<file path="src/hw/rtl/call_stack_exclusive_time_macros.svh">
// Assertion macros for the call-stack exclusive-time profiler.
// Used by the datapath module; expects clk_i and rst_ni in scope.
`ifndef CALL_STACK_EXCLUSIVE_TIME_MACROS_SVH
`define CALL_STACK_EXCLUSIVE_TIME_MACROS_SVH

`ifndef NO_ASSERTIONS
// checked only out of reset
`define CSET_ASSERT(lbl, prop, msg) \
  lbl: assert property (@(posedge clk_i) disable iff (!rst_ni) (prop)) else $error(msg);
// checked on every edge, reset included
`define CSET_ASSERT_ALWAYS(lbl, prop, msg) \
  lbl: assert property (@(posedge clk_i) (prop)) else $error(msg);
`else
`define CSET_ASSERT(lbl, prop, msg)
`define CSET_ASSERT_ALWAYS(lbl, prop, msg)
`endif

`endif

</file>
<file path="src/hw/rtl/cset_pkg.sv">
// Shared types and constants for the call-stack exclusive-time profiler.
// No dependencies; imported by the controller, datapath and top level.
package cset_pkg;

  localparam int TIME_WIDTH      = 32;
  localparam int ID_WIDTH        = 6;
  localparam int CNT_WIDTH       = 7;
  localparam int TDATA_WIDTH     = 40;
  localparam int DEF_MAX_FUNCS   = 64;
  localparam int DEF_STACK_DEPTH = 64;
  localparam logic [CNT_WIDTH-1:0] FCOUNT_RESET = 7'd64;

  typedef enum logic [1:0] {
    STATUS_OK        = 2'd0,
    STATUS_OVERFLOW  = 2'd1,
    STATUS_UNDERFLOW = 2'd2,
    STATUS_RANGE     = 2'd3
  } status_e;

  typedef enum logic [2:0] {
    ST_CLEAR,
    ST_IDLE,
    ST_CHECK,
    ST_DUR,
    ST_EXCL,
    ST_COMMIT,
    ST_RESULT
  } state_e;

  // controller -> datapath
  typedef struct packed {
    logic clear;
    logic accept;
    logic check;
    logic push;
    logic dur;
    logic excl;
    logic commit;
    logic load_out;
  } cmd_t;

  // datapath -> controller
  typedef struct packed {
    logic clear_done;
    logic err;
    logic is_enter;
    logic out_free;
  } sts_t;

endpackage

</file>
<file path="src/hw/rtl/cset_ctrl.sv">
// Sequencing state machine of the profiler.
// Depends on cset_pkg; drives the datapath through cmd_t, reads sts_t.
module cset_ctrl
  import cset_pkg::*;
(
  input  logic clk_i,
  input  logic rst_ni,
  input  logic in_valid_i,
  output logic in_ready_o,
  input  sts_t sts_i,
  output cmd_t cmd_o
);

  state_e state_q, state_d;

  always_ff @(posedge clk_i or negedge rst_ni) begin
    if (!rst_ni) begin
      state_q <= ST_CLEAR;
    end else begin
      state_q <= state_d;
    end
  end

  always_comb begin
    state_d    = state_q;
    cmd_o      = '0;
    in_ready_o = 1'b0;
    case (state_q)
      ST_CLEAR: begin
        cmd_o.clear = 1'b1;
        if (sts_i.clear_done) begin
          state_d = ST_IDLE;
        end
      end
      ST_IDLE: begin
        in_ready_o = 1'b1;
        if (in_valid_i) begin
          cmd_o.accept = 1'b1;
          state_d      = ST_CHECK;
        end
      end
      ST_CHECK: begin
        cmd_o.check = 1'b1;
        if (sts_i.err) begin
          state_d = ST_RESULT;
        end else if (sts_i.is_enter) begin
          cmd_o.push = 1'b1;
          state_d    = ST_IDLE;
        end else begin
          state_d = ST_DUR;
        end
      end
      ST_DUR: begin
        cmd_o.dur = 1'b1;
        state_d   = ST_EXCL;
      end
      ST_EXCL: begin
        cmd_o.excl = 1'b1;
        state_d    = ST_COMMIT;
      end
      ST_COMMIT: begin
        cmd_o.commit = 1'b1;
        state_d      = ST_RESULT;
      end
      ST_RESULT: begin
        if (sts_i.out_free) begin
          cmd_o.load_out = 1'b1;
          state_d        = ST_IDLE;
        end
      end
      default: begin
        state_d = ST_CLEAR;
      end
    endcase
  end

endmodule

</file>
<file path="config.mk">
export PLATFORM = sky130hd
export DESIGN_NAME = cset_ctrl
export DESIGN_NICKNAME = d
export VERILOG_FILES = /design/src/hw/rtl/call_stack_exclusive_time_macros.svh /design/src/hw/rtl/cset_pkg.sv /design/src/hw/rtl/cset_ctrl.sv
export SDC_FILE = /design/constraint.sdc
export NUM_CORES = 1
export LEC_CHECK = 0
export ABC_AREA = 1
export BUFFER_PORTS_ARGS = -buffer_cell sky130_fd_sc_hd__buf_2
export CAP_MARGIN = 10
export CORE_AREA = 2 2 39 41
export DETAILED_ROUTE_END_ITERATION = 16
export DIE_AREA = 0 0 41 43
export HOLD_SLACK_MARGIN = 0.15
export MAX_ROUTING_LAYER = met4
export PLACE_DENSITY_LB_ADDON = 0.12
export SETUP_SLACK_MARGIN = 0.3
export SLEW_MARGIN = 20
export SYNTH_ARGS = -nofsm -noshare
export SYNTH_HDL_FRONTEND = slang
export SYNTH_SLANG_ARGS = --single-unit
</file>
<file path="constraint.sdc">
create_clock -name clk_i -period 1.6 [get_ports clk_i]
set_input_delay 0.08 -clock clk_i [delete_from_list [all_inputs] [get_ports clk_i]]
set_output_delay 0.08 -clock clk_i [all_outputs]
set_load 0.1 [all_outputs]
</file>
-- Word level (Yosys, flattened, before mapping)
Cells that the tools add are included.
- multiplexer cells: 18
- reductions and logical operators: 2
- equal/unequal tests: 9
- operators with widths (operator ; count):
    3-bit one-hot mux with 7 select lines ; 1
    3-bit 2-to-1 mux ; 4
    1-bit 2-to-1 mux ; 11
    3-bit equality test (second input constant) ; 3
    3-bit by 2-bit equality test with 1-bit output (second input constant) ; 2
    2-bit inequality test (second input constant) ; 3
    2-bit 2-to-1 mux ; 2
    3-bit by 1-bit equality test with 1-bit output (second input constant) ; 1
    3-bit zero test ; 1
    3-bit AND reduction ; 1
- logic and storage cells: 30
- flip-flop bits (word level): 3
- bits of input ports: 7

-- Logic depth before layout (Yosys ltp)
- depth after elaboration: 3
- mapped depth: 7
- mapped depth without buffers: 7

-- Worst setup path after synthesis
Ideal clock, no wire load.
- kind: register to output
- from: register state_q[0]
- to: output port cmd_o[4] (netlist bit)
- arrival time: 3.423 ns
- required time: 1.520 ns
- cell stages (with the launch flop): 3
- path slack: -1.903 ns
- cells stage by stage: dfrtp_1 > buf_6 > nor4_1
- RTL lines (item ; line ; text):
    start: declaration ; cset_ctrl.sv:14 ; state_e state_q, state_d;
    start signal: assignment ; cset_ctrl.sv:20 ; state_q <= state_d;
    end: declaration ; cset_ctrl.sv:11 ; output cmd_t cmd_o

==> qor.yml <==
slew_headroom: 0.8290
grt_overflow_total: 0
clock_skew_ns: 0.002804
port_buffers: 15
diodes: 0
endpoint_kind: "output pin"
routedWlPerCell_um: 9.933
r2r_end: "state_q[1]"
async_flop_share: 1.000
drt-total-wl_um: 884
cp_slowest_cell: "dfrtp_1"
initial_core_util: 0.1926
drc_errors: 0
synthFlopType: "dfrtp_1"
grt_first_pass_wirelength_mm: 1.393
hp-class: "in2reg"
crit_required_ns: 1.52
r2r-start: "state_q[1]"
clock-sinks: 3
nFillCells: 141
synth_commonest_cells: "10 x inv_1, 8 x nand2_1, 7 x nor2_1, 4 x o21ai_0"
dr.pass1.iters: 1
drv_slew: 0
multiInputGateArea_um2: 232.7
worstHoldPathCells: 3
root_buffer: "clkbuf_4"
seq_area_um2: 77.57
layout-drive-gt1-share: 0.6438
yosysTopAreaCellShare: 0.2817
core_region_area_um2: 1384
die_w_um: 41
yosys.area.top_type: "dfrtp_1"
ys_ff_latch: 3
crit_end: "cmd_o[4]"
path_cells: "inv_2, nand2_4, nor4_4, buf_12"
period_share: 0.8586
syn_area_um2: 266.5
rows: 14
hpwl_um: 592.6
clkLatencyLatePin_ns: 0.24
fin_crit_ns: 1.374
die_h_um: 43
path_class: "reg2out"
cts_max_path_buffers: 2
syn_inst: 44
crit_arrival_ns: 1.29
die_area_um2: 1763
cts_inserted_buffers: 3
setup_viol: 0
ys_seq_area_frac: 0.2817
grt_use_met1: 0.1442
synth_most_common_cell: "inv_1"
synth-edff-count: 0
avgSynthCellArea_um2: 6.057
max_freq_mhz: 727.9
cap_violations: 0
met2_usage: 0.1781
critPathMaxFanout: 3
fin_nets: 81
dp_cells: 75
drt_iter0_markers: 0
worstSetupStartpointType: "flop"
crit_start: "state_q[2]"
final_hold_viol_count: 0
htree_levels: 1
cts_tree: "done"
rsz0062_at_grt: "true"
top_usage_layer: "met2"
yosys.cell_types.count: 15
status: "complete, no violations"
largest_reg_flops: 3
tightestPinTransition_ns: 0.2547
ff2ff_path_depth: 8
top_regs: "state_q x3"
num_vias: 365
largest-register: "state_q"
grt_pass1_vias: 387
critical-path-max-stage-delay_ns: 0.39
gp_congestion: 0.7638
path_clk_slew_ns: 0.04
ff2ff_setup_slack_ns: 0.36
grt_use_met3: 0
yosysWarnings: 0
grt_start_max_net_pins: 6
fin_cells: 89
synthTopCellsByArea: "dfrtp_1 28%, inv_1 14%, nand2_1 11%, nor2_1 9.9%, o21ai_0 7.5%"
antenna_found_initial: 0
vias_per_cell: 4.101
synthesis.nets: 51
areaGrowthSynthToFinish_pct: 165.3
antenna_left: 0
ios: 16
grtUsageTotal: 0.1202
[cell families after synthesis]
group                  after synthesis  synth area share
and+or+nand+nor                     24            0.4226
buffers and inverters               12            0.1972
AOI/OAI and AO/OA                    5           0.09861
DFF                                  3            0.2817
[per-stage QoR]
step	setup slack (ns)	area [µm²]	util	TNS [ns]	hold slack, ns
3_3_place_gp	0.3465	528.0	0.3816	0	-0.1200
5_1_grt	0.1947	706.9	0.5109	0	0.1810
6_report	0.2262	706.9	0.5109	0	0.1488
2_1_floorplan	-0.06055	316.6	-	-0.06055	-0.2156
4_1_cts	0.2225	676.9	0.4892	0	0.1516
3_5_place_dp	0.3606	528.0	0.3816	0	-0.1200
[placed cells by master, fill, tap and decap left out, types with 2 or more instances in the layout]
cell and instances:
buf_2 6, nor2_1 2, clkbuf_4 3, nand2_1 8, inv_1 5, nor2_4 6
buf_6 2, dfrtp_2 2, o21ai_0 3, dlygate4sd3_1 2, inv_2 5, buf_12 9
nand3_4 2, buf_4 7
[what timing repair did]
item,in CTS,in global routing
pin swaps,4,2
hold endpoints to repair,4,0
endpoints found under the setup margin,9,9
gates resized for setup,12,9
setup buffers,8,0
hold buffers,2,0
[worst min-delay path by stage]
stage | startpoint | end | slack (ns)
2_1_floorplan | rst_ni | state_q[0] | -0.22
6_report | sts_i[2] | state_q[2] | 0.15
4_1_cts | sts_i[2] | state_q[2] | 0.15
3_3_place_gp | rst_ni | state_q[0] | -0.12
5_1_grt | rst_ni | state_q[0] | 0.18
3_5_place_dp | rst_ni | state_q[0] | -0.12
[critical path: cells and delay by family, from the launching register on]
family        cells  cell delay (ns)
buf+inv           2             0.31
simple gates      2             0.36
flops             1             0.39
[per-layer routing]
layer,routed length [µm],up-vias
li1,-,192
met1,326,163
met2,517,8
met3,21,2
met4,19,0
met5,0,-
[cell type report]
class	instances	area share
tap	16	0.02832
sequential	3	0.1097
multi-input combinational	29	0.3292
timing repair buffer	26	0.4319
inverter	11	0.06372
clock buffer	4	0.03717
Power is left out: the tool's default activity adds up to more than one toggle a clock period on the data nets, which glitch-free logic cannot reach.
